==> src/rtl/b64le_pkg.sv <==
`timescale 1ns / 1ps
package b64le_pkg;

   localparam int QUEUE_DEPTH = 2;
   localparam int QUEUE_AW    = $clog2(QUEUE_DEPTH);

   localparam logic [5:0] GPL_RESET = 6'd19;
   localparam logic [7:0] CHAR_PAD  = 8'd61;
   localparam logic [7:0] CHAR_CR   = 8'd13;
   localparam logic [7:0] CHAR_LF   = 8'd10;

   // number of alphabet characters in a group
   localparam logic [2:0] NSYM_PAD2 = 3'd2;
   localparam logic [2:0] NSYM_PAD1 = 3'd3;
   localparam logic [2:0] NSYM_FULL = 3'd4;

   // character slots within one group
   localparam logic [2:0] SLOT_CR   = 3'd4;
   localparam logic [2:0] SLOT_LF   = 3'd5;
   localparam logic [2:0] SLOT_LAST = 3'd3;

   typedef struct packed {
      logic [3:0][5:0] sextets;
      logic [2:0]      nsym;
      logic            brk;
      logic            fin;
   } b64le_cmd_type;

   function automatic logic [7:0] b64_char(input logic [5:0] v);
      logic [7:0] v8;
      logic [7:0] c;
      v8 = {2'b00, v};
      if (v < 6'd26) begin
         c = 8'd65 + v8;
      end else if (v < 6'd52) begin
         c = 8'd71 + v8;
      end else if (v < 6'd62) begin
         c = v8 - 8'd4;
      end else if (v == 6'd62) begin
         c = 8'd43;
      end else begin
         c = 8'd47;
      end
      return c;
   endfunction

endpackage

==> src/rtl/b64le_if.sv <==
`timescale 1ns / 1ps
interface b64le_byte_if;
   logic       valid;
   logic       ready;
   logic [7:0] data_byte;
   logic       final_byte;
   modport source (output valid, output data_byte, output final_byte, input ready);
   modport sink   (input valid, input data_byte, input final_byte, output ready);
endinterface

interface b64le_char_if;
   logic       valid;
   logic       ready;
   logic [7:0] out_char;
   logic       out_last;
   modport source (output valid, output out_char, output out_last, input ready);
   modport sink   (input valid, input out_char, input out_last, output ready);
endinterface

interface b64le_csr_if;
   logic       valid;
   logic       ready;
   logic [5:0] groups_per_line;
   modport source (output valid, output groups_per_line, input ready);
   modport sink   (input valid, input groups_per_line, output ready);
endinterface

==> src/rtl/base64_line_encoder.sv <==
`timescale 1ns / 1ps
// base64_line_encoder: streaming base64 encoder with crlf line breaks. bytes
// enter on req one per item, final_byte marking the last byte of a message;
// characters leave on rsp one per item, out_last on the final character. the
// front takes a byte every cycle while its two-entry group queue has room and
// groups complete or padded triples; the back sends one character per cycle
// while rsp is ready and a group is queued, so a triple yields four chars
// (six with crlf); the single character output port sets the throughput.
// groups_per_line (reset 19, zero disables breaks) is to be written on csr
// while the block is idle, which the block does not check; csr is always ready.
module base64_line_encoder (
   input logic          clock,
   input logic          reset,
   b64le_byte_if.sink   req,
   b64le_char_if.source rsp,
   b64le_csr_if.sink    csr
);
   import b64le_pkg::*;

   // group commands between front and back
   b64le_cmd_type push_cmd;
   b64le_cmd_type head_cmd;
   logic          q_push;
   logic          q_full;
   logic          q_pop;
   logic          q_empty;

   // front: holds partial groups, counts groups on the line
   b64le_front u_front (
      .clock  (clock),
      .reset  (reset),
      .req    (req),
      .csr    (csr),
      .q_full (q_full),
      .q_push (q_push),
      .q_cmd  (push_cmd)
   );

   b64le_queue u_queue (
      .clock    (clock),
      .reset    (reset),
      .push     (q_push),
      .push_cmd (push_cmd),
      .full     (q_full),
      .pop      (q_pop),
      .empty    (q_empty),
      .head     (head_cmd)
   );

   // back: walks a group character by character into the output register
   b64le_back u_back (
      .clock   (clock),
      .reset   (reset),
      .q_empty (q_empty),
      .q_head  (head_cmd),
      .q_pop   (q_pop),
      .rsp     (rsp)
   );

endmodule

==> src/rtl/b64le_front.sv <==
`timescale 1ns / 1ps
module b64le_front (
   input  logic                    clock,
   input  logic                    reset,
   b64le_byte_if.sink              req,
   b64le_csr_if.sink               csr,
   input  logic                    q_full,
   output logic                    q_push,
   output b64le_pkg::b64le_cmd_type q_cmd
);
   import b64le_pkg::*;

   logic [1:0]  phase_ff, phase_in;
   logic [15:0] held_ff, held_in;
   logic [5:0]  gc_ff, gc_in;
   logic [5:0]  gpl_ff;
   logic [5:0]  gc_inc;
   logic        accept;
   logic [7:0]  b, b0;

   assign req.ready = !q_full;
   assign csr.ready = 1'b1;
   assign accept    = req.valid && req.ready;
   assign b         = req.data_byte;
   assign gc_inc    = gc_ff + 6'd1;

   always_comb begin
      q_cmd    = '0;
      q_push   = 1'b0;
      phase_in = phase_ff;
      held_in  = held_ff;
      gc_in    = gc_ff;
      b0       = held_ff[7:0];
      q_cmd.fin = req.final_byte;
      unique case (phase_ff)
         2'd0: begin
            q_cmd.sextets[0] = b[7:2];
            q_cmd.sextets[1] = {b[1:0], 4'b0000};
            q_cmd.nsym       = NSYM_PAD2;
            q_push           = accept && req.final_byte;
            if (accept) begin
               phase_in = 2'd1;
               held_in  = {8'h00, b};
            end
         end
         2'd1: begin
            q_cmd.sextets[0] = b0[7:2];
            q_cmd.sextets[1] = {b0[1:0], b[7:4]};
            q_cmd.sextets[2] = {b[3:0], 2'b00};
            q_cmd.nsym       = NSYM_PAD1;
            q_push           = accept && req.final_byte;
            if (accept) begin
               phase_in = 2'd2;
               held_in  = {b0, b};
            end
         end
         default: begin
            // two bytes held: complete group
            q_cmd.sextets[0] = held_ff[15:10];
            q_cmd.sextets[1] = {held_ff[9:8], held_ff[7:4]};
            q_cmd.sextets[2] = {held_ff[3:0], b[7:6]};
            q_cmd.sextets[3] = b[5:0];
            q_cmd.nsym       = NSYM_FULL;
            q_cmd.brk        = (gpl_ff != 6'd0) && (gc_inc >= gpl_ff);
            q_push           = accept;
            if (accept) begin
               phase_in = 2'd0;
               held_in  = 16'h0000;
               gc_in    = q_cmd.brk ? 6'd0 : gc_inc;
            end
         end
      endcase
      if (accept && req.final_byte) begin
         phase_in = 2'd0;
         held_in  = 16'h0000;
         gc_in    = 6'd0;
      end
   end

   always_ff @(posedge clock) begin
      if (reset) begin
         phase_ff <= 2'd0;
         held_ff  <= 16'h0000;
         gc_ff    <= 6'd0;
         gpl_ff   <= GPL_RESET;
      end else begin
         phase_ff <= phase_in;
         held_ff  <= held_in;
         gc_ff    <= gc_in;
         if (csr.valid) begin
            gpl_ff <= csr.groups_per_line;
         end
      end
   end

`ifndef ASSERT_OFF
   a_phase_range: assert property (@(posedge clock) disable iff (reset)
      phase_ff != 2'd3) else $error("phase out of range");
   a_fin_clears: assert property (@(posedge clock) disable iff (reset)
      accept && req.final_byte |=> phase_ff == 2'd0 && gc_ff == 6'd0)
      else $error("state not cleared after final byte");
`endif

endmodule

==> src/rtl/b64le_queue.sv <==
`timescale 1ns / 1ps
module b64le_queue (
   input  logic                     clock,
   input  logic                     reset,
   input  logic                     push,
   input  b64le_pkg::b64le_cmd_type push_cmd,
   output logic                     full,
   input  logic                     pop,
   output logic                     empty,
   output b64le_pkg::b64le_cmd_type head
);
   import b64le_pkg::*;

   b64le_cmd_type          mem [QUEUE_DEPTH];
   logic [QUEUE_AW-1:0]    wr_ff, rd_ff;
   logic [QUEUE_AW:0]      count_ff;

   assign full  = (count_ff == (QUEUE_AW + 1)'(QUEUE_DEPTH));
   assign empty = (count_ff == '0);
   assign head  = mem[rd_ff];

   always_ff @(posedge clock) begin
      if (push) begin
         mem[wr_ff] <= push_cmd;
      end
   end

   always_ff @(posedge clock) begin
      if (reset) begin
         wr_ff    <= '0;
         rd_ff    <= '0;
         count_ff <= '0;
      end else begin
         if (push) begin
            wr_ff <= (wr_ff == QUEUE_AW'(QUEUE_DEPTH - 1)) ? '0 : wr_ff + 1'b1;
         end
         if (pop) begin
            rd_ff <= (rd_ff == QUEUE_AW'(QUEUE_DEPTH - 1)) ? '0 : rd_ff + 1'b1;
         end
         count_ff <= count_ff + (QUEUE_AW + 1)'(push) - (QUEUE_AW + 1)'(pop);
      end
   end

`ifndef ASSERT_OFF
   a_no_overflow: assert property (@(posedge clock) disable iff (reset)
      full |-> !push) else $error("queue overflow");
   a_no_underflow: assert property (@(posedge clock) disable iff (reset)
      empty |-> !pop) else $error("queue underflow");
`endif

endmodule

==> src/rtl/b64le_back.sv <==
`timescale 1ns / 1ps
module b64le_back (
   input  logic                     clock,
   input  logic                     reset,
   input  logic                     q_empty,
   input  b64le_pkg::b64le_cmd_type q_head,
   output logic                     q_pop,
   b64le_char_if.source             rsp
);
   import b64le_pkg::*;

   logic [2:0] idx_ff, idx_in;
   logic       valid_ff, valid_in;
   logic [7:0] char_ff, char_in;
   logic       last_ff, last_in;
   logic       load;
   logic       end_slot;

   assign rsp.valid    = valid_ff;
   assign rsp.out_char = char_ff;
   assign rsp.out_last = last_ff;

   assign load     = !valid_ff || rsp.ready;
   assign end_slot = q_head.brk ? (idx_ff == SLOT_LF) : (idx_ff == SLOT_LAST);
   assign q_pop    = load && !q_empty && end_slot;

   always_comb begin
      if (idx_ff < q_head.nsym) begin
         char_in = b64_char(q_head.sextets[idx_ff[1:0]]);
      end else if (idx_ff < SLOT_CR) begin
         char_in = CHAR_PAD;
      end else if (idx_ff == SLOT_CR) begin
         char_in = CHAR_CR;
      end else begin
         char_in = CHAR_LF;
      end
      last_in  = q_head.fin && end_slot;
      valid_in = valid_ff;
      idx_in   = idx_ff;
      if (load) begin
         valid_in = !q_empty;
         if (!q_empty) begin
            idx_in = end_slot ? 3'd0 : idx_ff + 3'd1;
         end
      end
   end

   always_ff @(posedge clock) begin
      if (reset) begin
         valid_ff <= 1'b0;
         idx_ff   <= 3'd0;
      end else begin
         valid_ff <= valid_in;
         idx_ff   <= idx_in;
      end
   end

   always_ff @(posedge clock) begin
      if (load && !q_empty) begin
         char_ff <= char_in;
         last_ff <= last_in;
      end
   end

`ifndef ASSERT_OFF
   a_idx_range: assert property (@(posedge clock) disable iff (reset)
      idx_ff <= SLOT_LF) else $error("character slot out of range");
`endif

endmodule

==> src/flat_wrapper.sv <==
// flat-port wrapper written by rule: the top's interface ports become plain ports
module base64_line_encoder_flat import b64le_pkg::*;
  (clock, reset, req_valid, req_data_byte, req_final_byte, req_ready, rsp_valid, rsp_out_char, rsp_out_last, rsp_ready, csr_valid, csr_groups_per_line, csr_ready);
  b64le_byte_if req_i ();
  b64le_char_if rsp_i ();
  b64le_csr_if csr_i ();
  input logic clock;
  input logic reset;
  input wire logic [$bits(req_i.valid)-1:0] req_valid;
  input wire logic [$bits(req_i.data_byte)-1:0] req_data_byte;
  input wire logic [$bits(req_i.final_byte)-1:0] req_final_byte;
  output wire logic [$bits(req_i.ready)-1:0] req_ready;
  output wire logic [$bits(rsp_i.valid)-1:0] rsp_valid;
  output wire logic [$bits(rsp_i.out_char)-1:0] rsp_out_char;
  output wire logic [$bits(rsp_i.out_last)-1:0] rsp_out_last;
  input wire logic [$bits(rsp_i.ready)-1:0] rsp_ready;
  input wire logic [$bits(csr_i.valid)-1:0] csr_valid;
  input wire logic [$bits(csr_i.groups_per_line)-1:0] csr_groups_per_line;
  output wire logic [$bits(csr_i.ready)-1:0] csr_ready;
  assign req_i.valid = req_valid;
  assign req_i.data_byte = req_data_byte;
  assign req_i.final_byte = req_final_byte;
  assign req_ready = req_i.ready;
  assign rsp_valid = rsp_i.valid;
  assign rsp_out_char = rsp_i.out_char;
  assign rsp_out_last = rsp_i.out_last;
  assign rsp_i.ready = rsp_ready;
  assign csr_i.valid = csr_valid;
  assign csr_i.groups_per_line = csr_groups_per_line;
  assign csr_ready = csr_i.ready;
  base64_line_encoder u_core (.clock(clock), .reset(reset), .req(req_i), .rsp(rsp_i), .csr(csr_i));
endmodule
==> config.mk <==
export PLATFORM = sky130hd
export DESIGN_NAME = base64_line_encoder_flat
export DESIGN_NICKNAME = d
export VERILOG_FILES = /design/src/rtl/b64le_pkg.sv /design/src/rtl/b64le_if.sv /design/src/rtl/base64_line_encoder.sv /design/src/rtl/b64le_front.sv /design/src/rtl/b64le_queue.sv /design/src/rtl/b64le_back.sv /design/src/flat_wrapper.sv
export SDC_FILE = /design/constraint.sdc
export NUM_CORES = 1
export LEC_CHECK = 0
export BUFFER_PORTS_ARGS = -buffer_cell sky130_fd_sc_hd__clkbuf_2
export CORE_MARGIN = 3
export CORE_UTILIZATION = 60
export DETAILED_ROUTE_END_ITERATION = 7
export HOLD_SLACK_MARGIN = 0.03
export PLACE_DENSITY = 0.79
export SETUP_SLACK_MARGIN = 0.1
export SLEW_MARGIN = 20
export SYNTH_ARGS = -nofsm -noshare
export SYNTH_HDL_FRONTEND = slang
export SYNTH_SLANG_ARGS = --single-unit
==> constraint.sdc <==
create_clock -name clock -period 3.2 [get_ports clock]
set_input_delay 0.16 -clock clock [delete_from_list [all_inputs] [get_ports clock]]
set_output_delay 0.16 -clock clock [all_outputs]
set_load 0.01 [all_outputs]
==> results.json, run 1 <==
{
  "status": "complete, no violations",
  "grt_overflow": 0,
  "numCtsBuffers": 9,
  "layout_commonest_cell": "edfxtp_1",
  "clkTransAtPathRegs_ns": 0.09,
  "path_cells": "buf_4 -> mux2i_1 -> mux4_2 -> inv_1 -> ha_1 -> inv_1 -> nor2_1 -> a311o_1 -> o32a_1 -> o41ai_1",
  "cts_tree": "built",
  "fp.coreArea_sq_um": 8300,
  "synth-main-ff-cell": "edfxtp_1",
  "die_h_um": 98.8,
  "syn-num-nets": 507,
  "drive_gt1_share_pct": 14.5,
  "die_w_um": 98.8,
  "fin_util_pct": 68.7,
  "grt_util_all_layers_pct": 22.4,
  "htreeDepth": 3,
  "netlist.area_leader.share_pct": 38.9,
  "drc": 0,
  "drt-vias-per-instance": 6.05,
  "post_dp_cell_area_sq_um": 5440,
  "worstHoldPathCells": 3,
  "slowest_stage": "a311o_1",
  "post-route-min-period_ns": 2.92,
  "gp_congestion": 0.937,
  "fin_nets": 544,
  "critical_path_arrival_ns": 3.09,
  "clock_path_buffers": 2,
  "worst_setup_path_end_kind": "register",
  "worstPathRequired_ns": 3.37,
  "path_buf_inv": 3,
  "vdd_ir_drop_max_mv": 0.373,
  "synth_edf_count": 67,
  "final_max_slew_viol_count": 0,
  "cts.sinks": 106,
  "wl_um": 10600,
  "grt_max_degree": 40,
  "yosys_warnings": 0,
  "hold_slack_ns": 0.0471,
  "p_leak_uw": 0.00212,
  "yosysTopAreaCell": "edfxtp_1",
  "synthArstFlopShare_pct": 0,
  "firstDrtPassIters": 4,
  "rsz0062_at_grt": "no",
  "clk_latency_ns": 0.37,
  "hp-start": "csr_groups_per_line[2]",
  "fin_tns_setup_ns": 0,
  "slew_headroom_pct": 52.0,
  "die-area_sq_um": 9760,
  "post-dp-hpwl_um": 7620,
  "period_share_pct": 91.3,
  "antenna_left": 0,
  "port-buffer-count": 30,
  "grt_pass1_wl_um": 17200,
  "worst_pin_slew_ns": 0.713,
  "syn_area_per_cell_sq_um": 11.0,
  "fmaxAchievable_mhz": 342,
  "synth.distinct_cells": 51,
  "cap_violations": 0,
  "worst-r2r-cell-count": 10,
  "initial_core_util_pct": 62.3,
  "layout_common_cells": "edfxtp_1 (67), nand2_1 (56), a21oi_1 (38), dfxtp_1 (38), mux2i_1 (33)",
  "ys_top_cells_by_area": "edfxtp_1 (39%), dfxtp_1 (15%), mux2i_1 (6.6%), ha_1 (4.1%), nand2_1 (4.1%)",
  "cts-root-buf": "clkbuf_8",
  "pin_count": 32,
  "vias": 3730,
  "diodes": 0,
  "slowest_delay_ns": 0.42,
  "holdPathEnd": "u_core.u_front.gpl_ff[2]$_SDFFE_PP0P_",
  "rows": 33,
  "critical_path_peak_fanout": 7,
  "grt_pass1_vias": 3555,
  "num-fill-cells": 617,
  "dp.cells": 595,
  "fin_cells": 617,
  "antenna_found_initial": 0,
  "netlist_area_sq_um": 5170,
  "start_kind": "register",
  "r2r_setup_slack_ns": 0.28,
  "p_per_area_nw_per_um2": 500,
  "crit_top_cell": "inv_1",
  "hold_class": "input pin to register",
  "crit_family": "compound AO/OA/AOI/OAI gates",
  "synth_seq_area_share_pct": 54.0,
  "post-cts-setup-buffers": 0,
  "syn_inst": 470,
  "setup_violations": 0,
  "fin_area_sq_um": 5710,
  "skew_ns": 0.0107,
  "criticalPathCategory": "register to register",
  "finalHoldViolCount": 0,
  "ys_ff_latch": 106,
  "wl_per_cell_um": 17.2,
  "syn_to_final_growth_pct": 10.4,
  "drt_iter0_drc": 257,
  "r2r-end": "u_core.u_back.rsp.out_char[5]$_DFFE_PP_"
}
cell families (layout without fill, tap and decap cells):
kind of cell / count (synthesis) / in the layout / synth area share, %
simple gates: 158 / 158 / 14.5
fa+ha+maj: 17 / 17 / 4.12
flops: 106 / 106 / 54.0
compound gates: 95 / 95 / 11.6
other cells: 1 / 1 / 0.0726
xor+xnor: 10 / 10 / 1.69
mux: 44 / 44 / 10.6
buf+inv: 39 / 81 / 3.36
stage by stage:
stage	power, uW	setup slack, ns
after floorplan	1930	0.287
after global placement	2060	0.271
after detailed placement	2070	0.230
after CTS	2880	0.205
after global routing	2990	0.114
final	2850	0.279
Yosys cell counts (all sizes together) (9+ instances only):
library cell,instances
nand2b,9
nand3,21
inv,15
o21ai,17
and2,11
dfxtp,39
clkbuf,17
mux2i,34
nand2,56
ha,17
nor2,32
edfxtp,67
a21oi,38
routing by layer:
metal / global-route usage (%) / vias up / wire length (um)
met1: 30.5 / 1775 / 4750
met2: 34.4 / 130 / 4910
met3: 3.68 / 36 / 520
li1: - / 1789 / -
met5: 0 / - / 0
met4: 12.1 / 0 / 399
registers in the layout (all words and copies together), names as in the netlist, named ones only:
register,count
u_core.u_front.gc_ff,6
u_core.u_back.rsp.out_char,8
u_core.u_front.held_ff,16
u_core.u_front.phase_ff,2
u_core.u_back.idx_ff,3
u_core.u_queue.count_ff,2
u_core.u_queue.wr_ff,1
u_core.u_back.rsp.valid,1
u_core.u_front.gpl_ff,6
u_core.u_back.rsp.out_last,1
u_core.u_queue.mem,58
u_core.u_queue.rd_ff,1
cell type report:
class / count / area [sq um] / area share, %
flip-flops and latches: 106 / 2790 / 49.0
multi-input cells: 325 / 2210 / 38.8
repair buffers: 50 / 315 / 5.53
clock buffers: 11 / 163 / 2.85
well taps: 105 / 131 / 2.30
inverters: 15 / 56.3 / 0.987
clock inverters: 5 / 35.0 / 0.614
what timing repair did:
action	CTS	global route
endpoints found under the setup margin	0	6
hold buffers	6	0
endpoints found under the hold margin	7	0
resized for setup	0	2
worst max-delay path by stage:
stage / slack, ns / from / cells after the start / to
finish: 0.28 / register / 10 / u_core.u_back.rsp.out_char[5]$_DFFE_PP_
global route: 0.11 / register / 10 / u_core.u_back.rsp.out_char[5]$_DFFE_PP_
CTS: 0.21 / register / 10 / u_core.u_back.rsp.out_char[5]$_DFFE_PP_
detailed placement: 0.23 / register / 10 / u_core.u_back.rsp.out_char[5]$_DFFE_PP_
global placement: 0.27 / register / 8 / u_core.u_back.rsp.out_char[2]$_DFFE_PP_
floorplan: 0.29 / register / 11 / u_core.u_back.rsp.out_char[5]$_DFFE_PP_
power breakdown:
group / switching, uW / total (uW) / internal, uW / leakage, uW
clock network: 449 / 803 / 353 / 0.000101
registers: 39.1 / 1570 / 1530 / 0.000948
logic: 286 / 478 / 192 / 0.00107
worst register-to-register path: stages (launching register included):
cell and delay (ns):
dfxtp_2 0.41, buf_4 0.21, mux2i_1 0.36, mux4_2 0.37, inv_1 0.07, ha_1 0.21
inv_1 0.15, nor2_1 0.08, a311o_1 0.42, o32a_1 0.37, o41ai_1 0.06
Note: power is estimated with default switching activity, not from simulation.
==> run 2, diff against run 1 <==
--- a/config.mk
+++ b/config.mk
@@ -15,4 +15,5 @@
 export SLEW_MARGIN = 20
 export SYNTH_ARGS = -nofsm -noshare
 export SYNTH_HDL_FRONTEND = slang
+export SYNTH_HIERARCHICAL = 1
 export SYNTH_SLANG_ARGS = --single-unit
==> run 2 against run 1 <==
Flip-flop and latch count unchanged. Cell area is 0.42% lower. Largest power group unchanged. Non-clock buffer count fell by 3. Fmax decreased by 2.1%. Critical path type unchanged. Highest routed layer unchanged.
==> results.json, run 2 <==
{
  "vias": 3436,
  "die_h_um": 98.8,
  "skew_ns": 0.0129,
  "htreeDepth": 3,
  "seq_power_share_pct": 55.3,
  "p_per_area_nw_per_um2": 499,
  "antenna_left": 0,
  "cts-root-buf": "clkbuf_8",
  "cts.sinks": 106,
  "multi_input_area_sq_um": 2150,
  "synth_seq_area_share_pct": 54.1,
  "syn_area_per_cell_sq_um": 11.7,
  "swShare_pct": 26.4,
  "netlist.area_leader.share_pct": 38.9,
  "drt-vias-per-instance": 5.89,
  "syn_inst": 440,
  "slew_headroom_pct": 53.1,
  "r2r_setup_slack_ns": 0.22,
  "hold_class": "input pin to register",
  "grt_util_all_layers_pct": 20.7,
  "die_w_um": 98.8,
  "fin_nets": 510,
  "rows": 33,
  "grt_pass1_vias": 3307,
  "worstPathRequired_ns": 3.37,
  "numCtsBuffers": 9,
  "initial_core_util_pct": 62.2,
  "critical_path_peak_fanout": 15,
  "grt_pass1_wl_um": 16200,
  "grt_max_degree": 45,
  "seqCellArea_sq_um": 2790,
  "worst-r2r-cell-count": 11,
  "num-fill-cells": 588,
  "wl_per_cell_um": 16.9,
  "synth.distinct_cells": 56,
  "grt_overflow": 0,
  "cts_tree": "built",
  "power_uw": 2840,
  "synthArstFlopShare_pct": 0,
  "fmaxAchievable_mhz": 335,
  "layout_commonest_cell": "edfxtp_1",
  "diodes": 0,
  "cap_violations": 0,
  "period_share_pct": 93.2,
  "port-buffer-count": 30,
  "final_max_slew_viol_count": 0,
  "synthMostInstantiatedCell": "edfxtp_1",
  "wl_um": 9870,
  "start_kind": "register",
  "drt_iter0_drc": 160,
  "p_comb_share_pct": 16.2,
  "r2r-end": "u_core/u_back/rsp.out_char[1]$_DFFE_PP_",
  "clkTransAtPathRegs_ns": 0.10,
  "finalHoldViolCount": 0,
  "post-dp-hpwl_um": 6690,
  "ys_ff_latch": 106,
  "yosysTopAreaCell": "edfxtp_1",
  "fp.coreArea_sq_um": 8300,
  "worst_pin_slew_ns": 0.700,
  "critical_path_arrival_ns": 3.15,
  "worst_setup_path_end_kind": "register",
  "clock_power_share_pct": 28.5,
  "criticalPathCategory": "register to register",
  "vdd_ir_drop_max_mv": 0.273,
  "post-route-min-period_ns": 2.98,
  "clk_latency_ns": 0.36,
  "top_register": "u_core/u_queue/mem",
  "setup_violations": 0,
  "yosys_warnings": 6,
  "pin_count": 32,
  "power_switching_uw": 750,
  "rsz0062_at_grt": "no",
  "syn-num-nets": 477,
  "hp-start": "req_final_byte",
  "netlist_area_sq_um": 5170,
  "worstHoldPathCells": 1,
  "internal-power_uw": 2090,
  "drive_gt1_share_pct": 21.8,
  "synth-main-ff-cell": "edfxtp_1",
  "status": "complete, no violations",
  "clock_path_buffers": 2,
  "holdPathEnd": "u_core/u_queue/mem[0][0]$_DFFE_PP_",
  "drc": 0,
  "largest_register_ffs": 58,
  "gp_congestion": 0.885,
  "syn_to_final_growth_pct": 9.98,
  "die-area_sq_um": 9760,
  "p_leak_uw": 0.00216,
  "fin_tns_setup_ns": 0,
  "yosys-top-cells-count": "edfxtp_1 (67), dfxtp_1 (39), nor2_1 (37)",
  "layout_common_cells": "edfxtp_1 (67), dfxtp_1 (38), nor2_1 (37)",
  "synth_edf_count": 67,
  "antenna_found_initial": 0,
  "firstDrtPassIters": 5,
  "post-cts-setup-buffers": 0,
  "ys_top_cells_by_area": "edfxtp_1 (39%), dfxtp_1 (15%), mux2_2 (4.1%), ha_1 (4.1%), mux2_4 (2.9%)",
  "fin_util_pct": 68.5
}
==> run 2: per-stage QoR <==
stage | setup WS [ns] | hold slack (ns) | instances | area [sq um]
final | 0.218 | 0.0583 | 583 | 5680
after global routing | 0.135 | 0.0426 | 583 | 5680
after CTS | 0.178 | 0.0389 | 582 | 5650
after global placement | 0.261 | 0.375 | 560 | 5400
after detailed placement | 0.202 | 0.385 | 560 | 5400
after floorplan | 0.249 | 0.229 | 440 | 5170
==> run 2: worst max-delay path by stage <==
stage	startpoint	endpoint	slack, ns	cells after the start
after CTS	register	u_core/u_back/rsp.out_char[1]$_DFFE_PP_	0.18	11
after detailed placement	register	u_core/u_back/rsp.out_char[3]$_SDFFCE_PP1P_	0.20	10
final	register	u_core/u_back/rsp.out_char[1]$_DFFE_PP_	0.22	11
after global routing	register	u_core/u_back/rsp.out_char[3]$_SDFFCE_PP1P_	0.13	10
after global placement	register	u_core/u_back/rsp.out_char[3]$_SDFFCE_PP1P_	0.26	10
after floorplan	u_core/u_front/phase_ff[1]$_SDFFE_PP0P_	u_core/u_queue/mem[0][0]$_DFFE_PP_	0.25	6
==> run 2: cell type report <==
class                           count  area share, %
Tap cell                          105           2.31
Clock buffer                        9           2.18
Sequential cell                   106           49.2
Multi-Input combinational cell    285           37.9
Clock inverter                      7           1.19
Timing Repair Buffer               47           5.68
Inverter                           24           1.59
==> run 2: metal layers <==
| metal | global-route usage, % | wire length (um) | up-vias |
|---|---|---|---|
| met5 | 0 | 0 | - |
| met4 | 8.30 | 182 | 0 |
| met3 | 3.61 | 395 | 19 |
| met2 | 32.6 | 4770 | 95 |
| met1 | 28.8 | 4520 | 1653 |
| li1 | - | - | 1669 |
==> run 2: cells by family (layout without fill, tap and decap cells) <==
logic type	count (synthesis)	in the layout	share of synthesized area, %
AOI/OAI and AO/OA	87	87	11.2
xor gates and xnor gates	9	9	1.79
adders and majority gates	17	17	4.12
buffers and inverters	49	87	4.50
DFF	106	106	54.1
muxes	50	50	12.6
other	1	1	0.0726
and+or+nand+nor	121	121	11.6
==> run 2: worst max-delay path, cell delays in order, from the launching register on <==
cell	delay, ns
dfxtp_2	0.41
buf_12	0.18
mux2_2	0.34
mux4_2	0.54
inv_2	0.15
ha_1	0.23
nand2b_1	0.09
o221ai_2	0.20
nand2_1	0.10
nand2b_1	0.13
o22ai_1	0.09
a221oi_1	0.32
==> run 2: power groups by stage <==
stage / registers, uW / logic [uW] / clock network (uW)
finish: 1570 / 459 / 809
CTS: 1570 / 454 / 828
global route: 1580 / 504 / 883
floorplan: 1600 / 336 / 0
global placement: 1600 / 436 / 0
detailed placement: 1600 / 446 / 0
==> run 2: what timing repair did <==
item	4_1_cts	5_1_grt
hold buffers	6	0
resized for setup	0	3
endpoints found under the hold margin	6	0
setup endpoints to repair	0	3
